===== config.mk =====
export PLATFORM = sky130hd
export DESIGN_NAME = plsf_ctrl
export DESIGN_NICKNAME = d
export VERILOG_FILES = /design/src/sv/plsf_pkg.sv /design/src/sv/plsf_ctrl.sv
export SDC_FILE = /design/constraint.sdc
export NUM_CORES = 1
export LEC_CHECK = 0
export BUFFER_PORTS_ARGS = -buffer_cell sky130_fd_sc_hd__buf_4
export CORE_ASPECT_RATIO = 0.75
export CORE_MARGIN = 2
export CORE_UTILIZATION = 59
export DETAILED_ROUTE_END_ITERATION = 10
export PLACE_DENSITY = 0.85
export SYNTH_ARGS = -nofsm -noshare
export SYNTH_HDL_FRONTEND = slang
export SYNTH_SLANG_ARGS = --single-unit

===== constraint.sdc =====
create_clock -name clk -period 4.5 [get_ports clk]
set_input_delay 1.125 -clock clk [delete_from_list [all_inputs] [get_ports clk]]
set_output_delay 1.125 -clock clk [all_outputs]
set_load 0.02 [all_outputs]

===== src/sv/plsf_pkg.sv =====
// Shared types, constants and saturating helpers for the polynomial least-squares fit core.
// Used by plsf_arith, plsf_dp, plsf_ctrl and the top level; depends on nothing.
package plsf_pkg;

	localparam int MAX_DEGREE      = 7;
	localparam int NCOEF           = MAX_DEGREE + 1;
	localparam int NPOW            = 2 * MAX_DEGREE + 1;
	localparam int DEG_W           = 3;
	localparam int COL_W           = 4;
	localparam int IN_W            = 16;
	localparam int VAL_W           = 64;
	localparam int DEF_MAX_SAMPLES = 256;

	localparam logic signed [VAL_W-1:0] VAL_MAX = {1'b0, {(VAL_W-1){1'b1}}};
	localparam logic signed [VAL_W-1:0] VAL_MIN = {1'b1, {(VAL_W-1){1'b0}}};

	typedef enum logic [4:0] {
		S_IDLE, S_ACC, S_ACC_END, S_LOAD, S_CLEAR, S_PIV_RD, S_PIV_CHK,
		S_DIV_RD, S_DIV_GO, S_DIV_WAIT, S_F_RD, S_F_CAP, S_E_RDA, S_E_RDC,
		S_E_MUL, S_E_WAIT, S_EM_RD, S_EM_CAP, S_EM_OUT
	} ctrl_state_t;

	typedef enum logic [3:0] {
		OP_NOP, OP_CAPTURE, OP_ACC, OP_LOAD, OP_CLEAR, OP_CAP_PIV, OP_DIV_START,
		OP_WR_RES, OP_CAP_F, OP_CAP_A, OP_MUL_START, OP_WR_SUB, OP_CAP_OUT
	} dp_op_t;

	typedef enum logic [1:0] {A_IDLE, A_MUL, A_DIV, A_FIN} arith_state_t;

	typedef struct packed {
		dp_op_t             op;
		logic [DEG_W-1:0]   row;
		logic [COL_W-1:0]   col;
		logic               flag;
		logic               last;
	} dp_cmd_t;

	typedef struct packed {
		logic full;
		logic rd_zero;
		logic done;
	} dp_stat_t;

	function automatic logic signed [VAL_W-1:0] sat_add(input logic signed [VAL_W-1:0] a,
			input logic signed [VAL_W-1:0] b);
		logic signed [VAL_W-1:0] r;
		r = a + b;
		if (a[VAL_W-1] == b[VAL_W-1] && r[VAL_W-1] != a[VAL_W-1])
			r = a[VAL_W-1] ? VAL_MIN : VAL_MAX;
		return r;
	endfunction

	function automatic logic signed [VAL_W-1:0] sat_sub(input logic signed [VAL_W-1:0] a,
			input logic signed [VAL_W-1:0] b);
		logic signed [VAL_W-1:0] r;
		r = a - b;
		if (a[VAL_W-1] != b[VAL_W-1] && r[VAL_W-1] != a[VAL_W-1])
			r = a[VAL_W-1] ? VAL_MIN : VAL_MAX;
		return r;
	endfunction

	function automatic logic signed [VAL_W-1:0] from_mag(input logic neg,
			input logic [VAL_W-1:0] m);
		logic signed [VAL_W-1:0] r;
		if (neg)
			r = m[VAL_W-1] ? VAL_MIN : -$signed(m);
		else
			r = m[VAL_W-1] ? VAL_MAX : $signed(m);
		return r;
	endfunction

	function automatic logic [VAL_W-1:0] mag(input logic signed [VAL_W-1:0] x);
		return x[VAL_W-1] ? 0 - $unsigned(x) : $unsigned(x);
	endfunction

endpackage


===== src/sv/plsf_ctrl.sv =====
// Sequencer: accumulation steps, matrix load, Gauss-Jordan elimination and
// coefficient output, issued as commands to plsf_dp. Uses plsf_pkg.
module plsf_ctrl import plsf_pkg::*; (
	input  logic             clk,
	input  logic             arst_n,
	input  logic [DEG_W-1:0] degree,
	input  logic             s_tvalid,
	input  logic             s_tlast,
	output logic             s_tready,
	output logic             m_tvalid,
	input  logic             m_tready,
	input  dp_stat_t         st,
	output dp_cmd_t          cmd
);

	ctrl_state_t state_q, state_d;
	logic [DEG_W-1:0] i_q, j_q;
	logic [COL_W-1:0] k_q;
	logic last_q, sing_q;

	logic [COL_W-1:0] n, deg4, i4, j_first, j_nx, j_after;
	logic k_end, i_end;

	always_comb begin
		deg4    = {1'b0, degree};
		n       = deg4 + 1'b1;
		i4      = {1'b0, i_q};
		j_first = (i_q == '0) ? COL_W'(1) : '0;
		j_nx    = {1'b0, j_q} + 1'b1;
		j_after = (j_nx == i4) ? j_nx + 1'b1 : j_nx;
		k_end   = (k_q == n);
		i_end   = (i_q == degree);
	end

	always_comb begin
		state_d = state_q;
		unique case (state_q)
			S_IDLE:
				if (s_tvalid) begin
					if (!st.full) state_d = S_ACC;
					else if (s_tlast) state_d = S_LOAD;
				end
			S_ACC:      if (k_q == COL_W'(NPOW - 1)) state_d = S_ACC_END;
			S_ACC_END:  state_d = last_q ? S_LOAD : S_IDLE;
			S_LOAD:     if (k_end && i_end) state_d = S_CLEAR;
			S_CLEAR:    state_d = S_PIV_RD;
			S_PIV_RD:   state_d = S_PIV_CHK;
			S_PIV_CHK:  state_d = st.rd_zero ? S_EM_RD : S_DIV_RD;
			S_DIV_RD:   state_d = S_DIV_GO;
			S_DIV_GO:   state_d = S_DIV_WAIT;
			S_DIV_WAIT:
				if (st.done) begin
					if (!k_end) state_d = S_DIV_RD;
					else if (j_first <= deg4) state_d = S_F_RD;
					else state_d = i_end ? S_EM_RD : S_PIV_RD;
				end
			S_F_RD:     state_d = S_F_CAP;
			S_F_CAP:    state_d = S_E_RDA;
			S_E_RDA:    state_d = S_E_RDC;
			S_E_RDC:    state_d = S_E_MUL;
			S_E_MUL:    state_d = S_E_WAIT;
			S_E_WAIT:
				if (st.done) begin
					if (!k_end) state_d = S_E_RDA;
					else if (j_after <= deg4) state_d = S_F_RD;
					else state_d = i_end ? S_EM_RD : S_PIV_RD;
				end
			S_EM_RD:    state_d = S_EM_CAP;
			S_EM_CAP:   state_d = S_EM_OUT;
			S_EM_OUT:
				if (m_tready) state_d = (k_q == deg4) ? S_IDLE : S_EM_RD;
			default:    state_d = S_IDLE;
		endcase
	end

	always_comb begin
		cmd      = '{op: OP_NOP, row: i_q, col: k_q, flag: 1'b0, last: 1'b0};
		s_tready = (state_q == S_IDLE);
		m_tvalid = (state_q == S_EM_OUT);
		unique case (state_q)
			S_IDLE:     if (s_tvalid) cmd.op = OP_CAPTURE;
			S_ACC:      cmd.op = OP_ACC;
			S_LOAD: begin
				cmd.op   = OP_LOAD;
				cmd.flag = k_end;
			end
			S_CLEAR:    cmd.op = OP_CLEAR;
			S_PIV_RD:   cmd.col = i4;
			S_PIV_CHK:  cmd.op = OP_CAP_PIV;
			S_DIV_GO:   cmd.op = OP_DIV_START;
			S_DIV_WAIT: if (st.done) cmd.op = OP_WR_RES;
			S_F_RD: begin
				cmd.row = j_q;
				cmd.col = i4;
			end
			S_F_CAP:    cmd.op = OP_CAP_F;
			S_E_RDC: begin
				cmd.op  = OP_CAP_A;
				cmd.row = j_q;
			end
			S_E_MUL:    cmd.op = OP_MUL_START;
			S_E_WAIT: begin
				cmd.row = j_q;
				if (st.done) cmd.op = OP_WR_SUB;
			end
			S_EM_RD: begin
				cmd.row = k_q[DEG_W-1:0];
				cmd.col = n;
			end
			S_EM_CAP: begin
				cmd.op   = OP_CAP_OUT;
				cmd.row  = k_q[DEG_W-1:0];
				cmd.flag = sing_q;
				cmd.last = (k_q == deg4);
			end
			default: ;
		endcase
	end

	always_ff @(posedge clk or negedge arst_n) begin
		if (!arst_n) begin
			state_q <= S_IDLE;
			i_q     <= '0;
			j_q     <= '0;
			k_q     <= '0;
			last_q  <= 1'b0;
			sing_q  <= 1'b0;
		end else begin
			state_q <= state_d;
			unique case (state_q)
				S_IDLE:
					if (s_tvalid) begin
						last_q <= s_tlast;
						sing_q <= 1'b0;
						i_q    <= '0;
						k_q    <= '0;
					end
				S_ACC:      k_q <= (k_q == COL_W'(NPOW - 1)) ? '0 : k_q + 1'b1;
				S_LOAD:
					if (k_end) begin
						k_q <= '0;
						i_q <= i_end ? '0 : i_q + 1'b1;
					end else begin
						k_q <= k_q + 1'b1;
					end
				S_CLEAR:    i_q <= '0;
				S_PIV_CHK: begin
					k_q <= '0;
					if (st.rd_zero) sing_q <= 1'b1;
				end
				S_DIV_WAIT:
					if (st.done) begin
						if (!k_end) k_q <= k_q + 1'b1;
						else begin
							k_q <= '0;
							if (j_first <= deg4) j_q <= j_first[DEG_W-1:0];
							else if (!i_end) i_q <= i_q + 1'b1;
						end
					end
				S_F_CAP:    k_q <= '0;
				S_E_WAIT:
					if (st.done) begin
						if (!k_end) k_q <= k_q + 1'b1;
						else begin
							k_q <= '0;
							if (j_after <= deg4) j_q <= j_after[DEG_W-1:0];
							else if (!i_end) i_q <= i_q + 1'b1;
						end
					end
				S_EM_OUT:   if (m_tready) k_q <= k_q + 1'b1;
				default: ;
			endcase
		end
	end

endmodule


==> flow_results.xml, run 1 <==
<?xml version="1.0" encoding="UTF-8"?>
<metrics>
  <group name="outcome">
    <metric name="run_status" unit="">finished with violations</metric>
    <metric name="violations_in_the_final_reports" unit="">design-rule violations</metric>
  </group>
  <group name="detailed_routing">
    <metric name="vias" unit="">2261</metric>
    <metric name="wirelength_per_cell" unit="µm">15.9</metric>
    <metric name="met2_wirelength" unit="µm">2450</metric>
    <metric name="antenna_left" unit="">0</metric>
    <metric name="wirelength" unit="µm">5610</metric>
    <metric name="met3_wirelength" unit="µm">528</metric>
    <metric name="post_drt_via_cell_ratio" unit="">6.41</metric>
    <metric name="drt_iter0_drc" unit="">392</metric>
    <metric name="firstDrtPassIters" unit="">10</metric>
    <metric name="highest_layer" unit="">met4</metric>
    <metric name="drc_errors" unit="">1</metric>
    <metric name="detail_route.wirelength.met1" unit="µm">2550</metric>
  </group>
  <group name="place">
    <metric name="dpl.hpwl" unit="µm">4330</metric>
    <metric name="gpl.final_weighted_congestion" unit="">0.923</metric>
    <metric name="number_of_input_and_output_port_buffers_inserted" unit="">25</metric>
    <metric name="placement.setup.worst_slack" unit="ns">0.576</metric>
  </group>
  <group name="sta">
    <metric name="worst-slew-pin-transition" unit="ns">0.785</metric>
    <metric name="min_period_over_period" unit="">0.891</metric>
    <metric name="setup_slack" unit="ns">0.491</metric>
    <metric name="final-max-slew-violation-count" unit="">0</metric>
    <metric name="finalSetupViolCount" unit="">0</metric>
    <metric name="timing.max_slew.rel_slack" unit="">0.477</metric>
    <metric name="rsz0062_at_grt" unit="">no</metric>
    <metric name="finClkSkew" unit="ns">0.00310</metric>
    <metric name="final.hold.worst_slack" unit="ns">0.491</metric>
    <metric name="achievable-frequency" unit="MHz">249</metric>
    <metric name="fin_setup_tns" unit="ns">0</metric>
    <metric name="period_minus_slack" unit="ns">4.01</metric>
    <metric name="final_hold_viol_count" unit="">0</metric>
  </group>
  <group name="global_route">
    <metric name="wire_length_of_the_first_global_routing_pass" unit="µm">9350</metric>
    <metric name="grt_antenna_before_repair" unit="">0</metric>
    <metric name="grt-ovfl-total" unit="">0</metric>
    <metric name="track_usage" unit="">0.285</metric>
    <metric name="maximum_number_of_pins_on_one_net_before_global_route_repair" unit="">24</metric>
    <metric name="first_global_vias" unit="">1972</metric>
  </group>
  <group name="critical_path">
    <metric name="crit_path_capture_type" unit="">primary output</metric>
    <metric name="worstPathBufferInverterCount" unit="">3</metric>
    <metric name="worstPathMaxFanout" unit="">9</metric>
    <metric name="r2r-start" unit="">j_q[0]$_DFFE_PN0P_</metric>
    <metric name="critPathRequiredTime" unit="ns">3.38</metric>
    <metric name="timing.critical_path.slowest_stage_cell" unit="">nor2_1</metric>
    <metric name="arrival_time_of_data_at_the_critical_path_endpoint" unit="ns">2.88</metric>
    <metric name="path_cells" unit="">buf_4, ha_1, xnor2_1, o211ai_1, nor2_1, inv_1, o21ai_0, buf_4</metric>
    <metric name="crit_path_frequent_cell" unit="">buf_4</metric>
    <metric name="critPathKind" unit="">input pin to primary output</metric>
    <metric name="timing.critical_path.slowest_cell_delay" unit="ns">0.42</metric>
    <metric name="worst_setup_path_start_kind" unit="">input pin</metric>
    <metric name="cpLargestDelayFamily" unit="">simple AND/OR/NAND/NOR gates</metric>
    <metric name="critical_path.reg2reg.endpoint" unit="">i_q[0]$_DFFE_PN0P_</metric>
    <metric name="timing.reg2reg.setup_slack" unit="ns">0.85</metric>
    <metric name="worst_r2r_path_depth" unit="">13</metric>
  </group>
  <group name="cts">
    <metric name="post_cts_repair_timing_setup_buffer_count" unit="">0</metric>
    <metric name="cts.clk_slew.worst_paths" unit="ns">0.07</metric>
    <metric name="cts_inserted_buffers" unit="">3</metric>
    <metric name="clk_root_buffer_cell" unit="">clkbuf_8</metric>
    <metric name="clock_tree.htree_level_count" unit="">1</metric>
    <metric name="clock_tree_from_tritoncts" unit="">built</metric>
    <metric name="cts_repair_resize_count" unit="">0</metric>
    <metric name="cts_num_sinks" unit="">17</metric>
    <metric name="clock_path_buffers" unit="">2</metric>
    <metric name="cts_hold_buf" unit="">0</metric>
    <metric name="insertion_delay" unit="ns">0.26</metric>
  </group>
  <group name="synthesis">
    <metric name="synth_xor_xnor_area_share" unit="">0.0686</metric>
    <metric name="ys_warns" unit="">0</metric>
    <metric name="yosysUniqueCellTypes" unit="">65</metric>
    <metric name="syn_area" unit="mm²">0.00217</metric>
    <metric name="ys_ff_latch" unit="">17</metric>
    <metric name="synth_simple_gate_area_frac" unit="">0.298</metric>
    <metric name="synth-edff-count" unit="">0</metric>
    <metric name="syn-instance-count" unit="">291</metric>
    <metric name="synth_fp_nets" unit="">313</metric>
    <metric name="avg_synthesized_cell_area" unit="µm²">7.46</metric>
    <metric name="ys_dominant_reg_cell" unit="">dfrtp_1</metric>
    <metric name="muxShareOfSynthArea" unit="">0.0288</metric>
    <metric name="yosysSeqAreaShare" unit="">0.196</metric>
    <metric name="dominant_combinational_cell_family_by_area_after_synthesis" unit="">simple AND/OR/NAND/NOR gates</metric>
    <metric name="synth-compound-area-share" unit="">0.279</metric>
    <metric name="async_reset_ff_frac" unit="">1.00</metric>
    <metric name="synth_adder_area_share" unit="">0.0634</metric>
  </group>
  <group name="job">
    <metric name="timing.max_cap.violations" unit="">0</metric>
  </group>
  <group name="floorplan">
    <metric name="die-width" unit="µm">74.0</metric>
    <metric name="fp-row-count" unit="">19</metric>
    <metric name="initial_utilization" unit="">0.604</metric>
    <metric name="coreArea" unit="mm²">0.00359</metric>
    <metric name="die_area" unit="mm²">0.00418</metric>
    <metric name="die-height" unit="µm">56.5</metric>
    <metric name="ios" unit="">26</metric>
  </group>
  <group name="power">
    <metric name="worst_ir_drop_vdd" unit="mV">0.412</metric>
    <metric name="static-leakage-power" unit="µW">0.00102</metric>
    <metric name="power_per_cell_area" unit="mW/mm²">492</metric>
    <metric name="power.total" unit="µW">1180</metric>
  </group>
  <group name="finish">
    <metric name="finish.net_count" unit="">324</metric>
    <metric name="n_antenna_cell" unit="">0</metric>
    <metric name="final_util" unit="">0.666</metric>
    <metric name="drive_above_1_share" unit="">0.143</metric>
    <metric name="synthToLayoutAreaGrowth" unit="%">10.2</metric>
  </group>
  <group name="hold_path">
    <metric name="min-delay-path-class" unit="">flop to flop</metric>
    <metric name="whs_endpoint" unit="">last_q$_DFFE_PN0P_</metric>
    <metric name="timing.hold.worst.start" unit="">last_q$_DFFE_PN0P_</metric>
    <metric name="hold-path-cell-count" unit="">2</metric>
  </group>
</metrics>
[routing by layer]
| layer | vias to the layer above | global-route usage |
|---|---|---|
| li1 | 1098 | - |
| met1 | 1042 | 0.439 |
| met2 | 107 | 0.407 |
| met3 | 14 | 0.0592 |
| met4 | 0 | 0.0571 |
| met5 | - | 0 |
[tightest hold or removal path, delay by kind of cell, from the launching register on]
| kind | cells | cell delay, ns |
|---|---|---|
| flops | 1 | 0.34 |
| compound gates | 1 | 0.07 |
| simple gates | 1 | 0.04 |
[cell usage in the layout, fill, tap and decap left out, types with 2 or more instances in the layout]
master / synthesis / layout
buf_4: 0 / 26
a22oi_1: 4 / 4
o21ai_1: 2 / 2
nor2_1: 25 / 25
or4_1: 3 / 3
nand3_1: 8 / 8
o22ai_1: 2 / 2
or3_1: 4 / 4
nand2b_1: 9 / 9
nand2_1: 26 / 26
nor3_1: 9 / 9
o31ai_1: 4 / 4
nor3_2: 2 / 2
a221o_1: 2 / 2
nor2b_1: 5 / 5
a211oi_1: 4 / 4
a2bb2oi_1: 2 / 2
a21oi_1: 18 / 18
mux2i_1: 4 / 4
inv_1: 14 / 14
a31oi_1: 7 / 7
xor2_1: 6 / 6
nor3b_1: 3 / 3
nor4_1: 4 / 4
ha_1: 11 / 11
dfrtp_1: 17 / 17
and2_1: 4 / 4
clkbuf_8: 0 / 3
a21o_1: 2 / 2
and3_1: 5 / 5
o21a_1: 3 / 3
o211ai_1: 5 / 5
o21ai_0: 16 / 16
xnor2_1: 11 / 11
[synth_stat cells (all sizes together) (2+ instances only)]
master	instances	share of area
nor4	6	0.027
or3	4	0.012
o31ai	4	0.014
and2	4	0.012
a211oi	4	0.014
o211ai	5	0.017
ha	11	0.063
or4	4	0.016
a2bb2oi	2	0.0081
nand2	26	0.045
nor2b	6	0.021
and3	5	0.014
nand2b	9	0.026
buf	8	0.018
o21a	3	0.010
mux2i	4	0.018
a21oi	18	0.042
nor2	25	0.043
a221o	2	0.0092
o21ai	18	0.042
inv	15	0.026
a22oi	5	0.024
nor3	11	0.030
dfrtp	17	0.20
xnor2	11	0.044
clkbuf	12	0.022
mux2	2	0.010
a21o	2	0.0069
or2	2	0.0058
nand3	8	0.018
o22ai	2	0.0058
a31oi	7	0.020
nor3b	3	0.010
xor2	6	0.024
[worst max path at each step]
stage,from,endpoint,slack (ns),depth (start not counted)
after global routing,degree[0],cmd[1],0.29,8
after floorplan,degree[0],cmd[1],0.81,6
after global placement,degree[0],cmd[1],0.63,8
after CTS,degree[0],cmd[1],0.55,8
after detailed placement,degree[0],cmd[1],0.58,8
final,degree[0],cmd[1],0.49,8
[cells by family (layout without fill, tap and decap cells)]
kind of cell,after synthesis,count (layout)
multiplexers,6,6
AND/OR/NAND/NOR,117,117
XOR/XNOR,17,17
buffers and inverters,35,45
flip-flops,17,17
adder cells (fa/ha/maj),11,11
AO/OA/AOI/OAI,88,88
[final cells by class]
type	count	area [µm²]
clock buffers	3	41.3
clock inverters	1	7.51
fillers	298	1200
inverters	15	56.3
multi-input cells	239	1600
flip-flops and latches	17	425
well taps	52	65.1
repair buffers	26	195
[flip-flops by register name, summed over array words and instances (netlist names)]
signal and count:
state_q 5, k_q 4, i_q 3, j_q 3
last_q 1, sing_q 1
[power by group]
part	internal (µW)	switching [µW]
clock network	62.4	55.6
logic	304	437
registers	189	129
[stage by stage]
stage,std cells,instance area [µm²]
floorplan,291,2170
global placement,349,2340
detailed placement,349,2340
CTS,353,2390
global route,353,2390
finish,353,2390
(Power assumes the default switching activity.)
==> inputs of run 2 (changes only) <==
--- a/config.mk
+++ b/config.mk
@@ -9,7 +9,7 @@
 export CORE_ASPECT_RATIO = 0.75
 export CORE_MARGIN = 2
-export CORE_UTILIZATION = 59
+export CORE_UTILIZATION = 60
 export DETAILED_ROUTE_END_ITERATION = 10
-export PLACE_DENSITY = 0.85
+export PLACE_DENSITY = 0.86
 export SYNTH_ARGS = -nofsm -noshare
 export SYNTH_HDL_FRONTEND = slang
==> constraint.sdc (replaced) <==
create_clock -name clk -period 4.65 [get_ports clk]
set_input_delay 0 -clock clk [delete_from_list [all_inputs] [get_ports clk]]
set_output_delay 0 -clock clk [all_outputs]
set_load 0.02 [all_outputs]
==> run 2 against run 1 <==
  * The run now ends clean
  * Critical endpoint is now i_q[0]$_DFFE_PN0P_
  * Worst setup slack improved by 0.51 ns
  * Clock skew rose by 0.0079 ns
  * Total power shrank 2.5%
  * Register-to-register slack improved by 0.15 ns
  * Sequential share of layout area rose by 0.11 points
==> flow_results.xml, run 2 (synthesis results as in run 1) <==
<?xml version="1.0" encoding="UTF-8"?>
<metrics>
  <group name="outcome">
    <metric name="run_status" unit="">complete, no violations</metric>
  </group>
  <group name="critical_path">
    <metric name="cpLargestDelayFamily" unit="">simple AND/OR/NAND/NOR gates</metric>
    <metric name="worstPathMaxFanout" unit="">7</metric>
    <metric name="worstPathBufferInverterCount" unit="">0</metric>
    <metric name="crit_path_capture_type" unit="">flop</metric>
    <metric name="timing.critical_path.slowest_stage_cell" unit="">dfrtp_1</metric>
    <metric name="arrival_time_of_data_at_the_critical_path_endpoint" unit="ns">3.78</metric>
    <metric name="worst-path-stages" unit="">13</metric>
    <metric name="critPathRequiredTime" unit="ns">4.78</metric>
    <metric name="crit_path_frequent_cell" unit="">xnor2_1</metric>
    <metric name="timing.critical_path.slowest_cell_delay" unit="ns">0.47</metric>
    <metric name="worst_r2r_path_depth" unit="">13</metric>
    <metric name="critPathKind" unit="">flop to flop</metric>
    <metric name="path_cells" unit="">ha_1, xnor2_1, xnor2_1, or3_1, nor2_1, xnor2_1, ha_1, nand3_1, o21ai_0, o21ai_0, nor3_2, nor3_2, mux2_1</metric>
    <metric name="worst_setup_path_start_kind" unit="">flop</metric>
  </group>
  <group name="detailed_routing">
    <metric name="post_drt_via_cell_ratio" unit="">6.77</metric>
    <metric name="firstDrtPassIters" unit="">5</metric>
    <metric name="wirelength" unit="µm">5870</metric>
    <metric name="vias" unit="">2307</metric>
    <metric name="antenna_left" unit="">0</metric>
    <metric name="drc_errors" unit="">0</metric>
    <metric name="wirelength_per_cell" unit="µm">17.2</metric>
    <metric name="drt_iter0_drc" unit="">383</metric>
  </group>
  <group name="floorplan">
    <metric name="die_area" unit="mm²">0.00412</metric>
    <metric name="coreArea" unit="mm²">0.00338</metric>
    <metric name="fp-row-count" unit="">18</metric>
    <metric name="die-height" unit="µm">56.1</metric>
    <metric name="ios" unit="">26</metric>
    <metric name="initial_utilization" unit="">0.642</metric>
    <metric name="die-width" unit="µm">73.4</metric>
  </group>
  <group name="finish">
    <metric name="post-route-cell-area" unit="mm²">0.00238</metric>
    <metric name="finish.net_count" unit="">324</metric>
    <metric name="n_antenna_cell" unit="">0</metric>
    <metric name="n_fill_cell" unit="">288</metric>
    <metric name="layout.cells.most_common" unit="">nand2_1</metric>
    <metric name="largest_register_ff_count" unit="">5</metric>
    <metric name="layout_top_registers" unit="">state_q: 5 flops, k_q: 4 flops</metric>
    <metric name="layout.cells.most_common_list" unit="">nand2_1 (26), nor2_1 (25), buf_4 (25)</metric>
    <metric name="regMostFlops" unit="">state_q</metric>
    <metric name="synthToLayoutAreaGrowth" unit="%">9.52</metric>
    <metric name="drive_above_1_share" unit="">0.140</metric>
    <metric name="final_cells" unit="">341</metric>
  </group>
  <group name="job">
    <metric name="timing.max_cap.violations" unit="">0</metric>
  </group>
  <group name="cts">
    <metric name="cts.clk_slew.worst_paths" unit="ns">0.07</metric>
    <metric name="cts_num_sinks" unit="">17</metric>
    <metric name="post_cts_repair_timing_setup_buffer_count" unit="">0</metric>
    <metric name="clk_root_buffer_cell" unit="">clkbuf_8</metric>
    <metric name="clock_tree_from_tritoncts" unit="">built</metric>
    <metric name="insertion_delay" unit="ns">0.26</metric>
    <metric name="clock_path_buffers" unit="">2</metric>
    <metric name="cts_inserted_buffers" unit="">3</metric>
    <metric name="clock_tree.htree_level_count" unit="">1</metric>
  </group>
  <group name="hold_path">
    <metric name="min-delay-path-class" unit="">input pin to flop</metric>
    <metric name="hold-path-cell-count" unit="">2</metric>
  </group>
  <group name="global_route">
    <metric name="grt_antenna_before_repair" unit="">0</metric>
    <metric name="wire_length_of_the_first_global_routing_pass" unit="µm">9530</metric>
    <metric name="grt-ovfl-total" unit="">0</metric>
    <metric name="maximum_number_of_pins_on_one_net_before_global_route_repair" unit="">26</metric>
    <metric name="first_global_vias" unit="">2006</metric>
    <metric name="track_usage" unit="">0.290</metric>
  </group>
  <group name="place">
    <metric name="placed_instance_count" unit="">336</metric>
    <metric name="number_of_input_and_output_port_buffers_inserted" unit="">25</metric>
    <metric name="gpl.final_weighted_congestion" unit="">1.02</metric>
    <metric name="dpl.hpwl" unit="µm">4460</metric>
    <metric name="placedInstanceArea" unit="mm²">0.00232</metric>
  </group>
  <group name="power">
    <metric name="static-leakage-power" unit="µW">0.00103</metric>
    <metric name="worst_ir_drop_vdd" unit="mV">0.521</metric>
    <metric name="power_per_cell_area" unit="mW/mm²">483</metric>
  </group>
  <group name="sta">
    <metric name="finClkSkew" unit="ns">0.0110</metric>
    <metric name="timing.max_slew.rel_slack" unit="">0.362</metric>
    <metric name="final_hold_viol_count" unit="">0</metric>
    <metric name="fin_setup_tns" unit="ns">0</metric>
    <metric name="final-max-slew-violation-count" unit="">0</metric>
    <metric name="finalSetupViolCount" unit="">0</metric>
    <metric name="min_period_over_period" unit="">0.784</metric>
    <metric name="worst-slew-pin-transition" unit="ns">0.949</metric>
    <metric name="period_minus_slack" unit="ns">3.65</metric>
    <metric name="achievable-frequency" unit="MHz">274</metric>
    <metric name="rsz0062_at_grt" unit="">no</metric>
  </group>
</metrics>
## run 2: cell count changes in the layout (fill, tap and decap cells not counted), sizes merged
| cell | previous run | this run |
|---|---|---|
| buf | 26 | 25 |
| dlygate4sd3 | 0 | 1 |
| clkinvlp | 1 | 0 |
| clkinv | 0 | 1 |
## run 2: stage by stage
stage	total power, µW	setup slack (ns)	util	hold WS [ns]
after floorplan	822	1.44	-	-0.296
after global placement	1000	1.26	0.687	-0.123
after detailed placement	1010	1.10	0.687	-0.123
after CTS	1130	1.07	0.703	0.0115
after global routing	1240	0.792	0.703	0.0231
final	1150	1.00	0.703	0.0263
## run 2: timing repair
action / 4_1_cts / 5_1_grt
hold buffers: 1 / 0
gates resized for setup: 0 / 0
hold endpoints to repair: 17 / 0
## run 2: worst paths after layout
| path | start | end | slack (ns) |
|---|---|---|---|
| max | j_q[0]$_DFFE_PN0P_ | i_q[0]$_DFFE_PN0P_ | 1.00 |
| min | st[0] | state_q[2]$_DFFE_PN0P_ | 0.03 |
| max reg2reg | j_q[0]$_DFFE_PN0P_ | i_q[0]$_DFFE_PN0P_ | 1.00 |
| min reg2reg | last_q$_DFFE_PN0P_ | last_q$_DFFE_PN0P_ | 0.50 |
| max in group asynchronous | arst_n | last_q$_DFFE_PN0P_ | 4.30 |
| min in group asynchronous | arst_n | k_q[0]$_DFFE_PN0P_ | 0.14 |
## run 2: power breakdown
| group | internal, µW | leakage (µW) | switching [µW] | total [µW] |
|---|---|---|---|---|
| logic | 294 | 0.000781 | 432 | 726 |
| clock network | 59.5 | 0.0000255 | 53.3 | 113 |
| registers | 183 | 0.000220 | 126 | 309 |
| total | 536 | 0.00103 | 611 | 1150 |
## run 2: cell type report
type	instances	area [µm²]	share of cell area
inverter	15	56.3	0.0237
timing repair buffer	26	198	0.0832
clock inverter	1	5.00	0.00211
tap	40	50.0	0.0211
sequential	17	425	0.179
clock buffer	3	41.3	0.0174
multi-input combinational	239	1600	0.674
## run 2: metal layers
| metal | vias to the layer above | GRT usage | part of all wire |
|---|---|---|---|
| met5 | - | 0 | 0 |
| met3 | 18 | 0.0779 | 0.12 |
| met4 | 0 | 0.0468 | 0.015 |
| met2 | 151 | 0.402 | 0.42 |
| li1 | 1081 | - | - |
| met1 | 1057 | 0.451 | 0.44 |
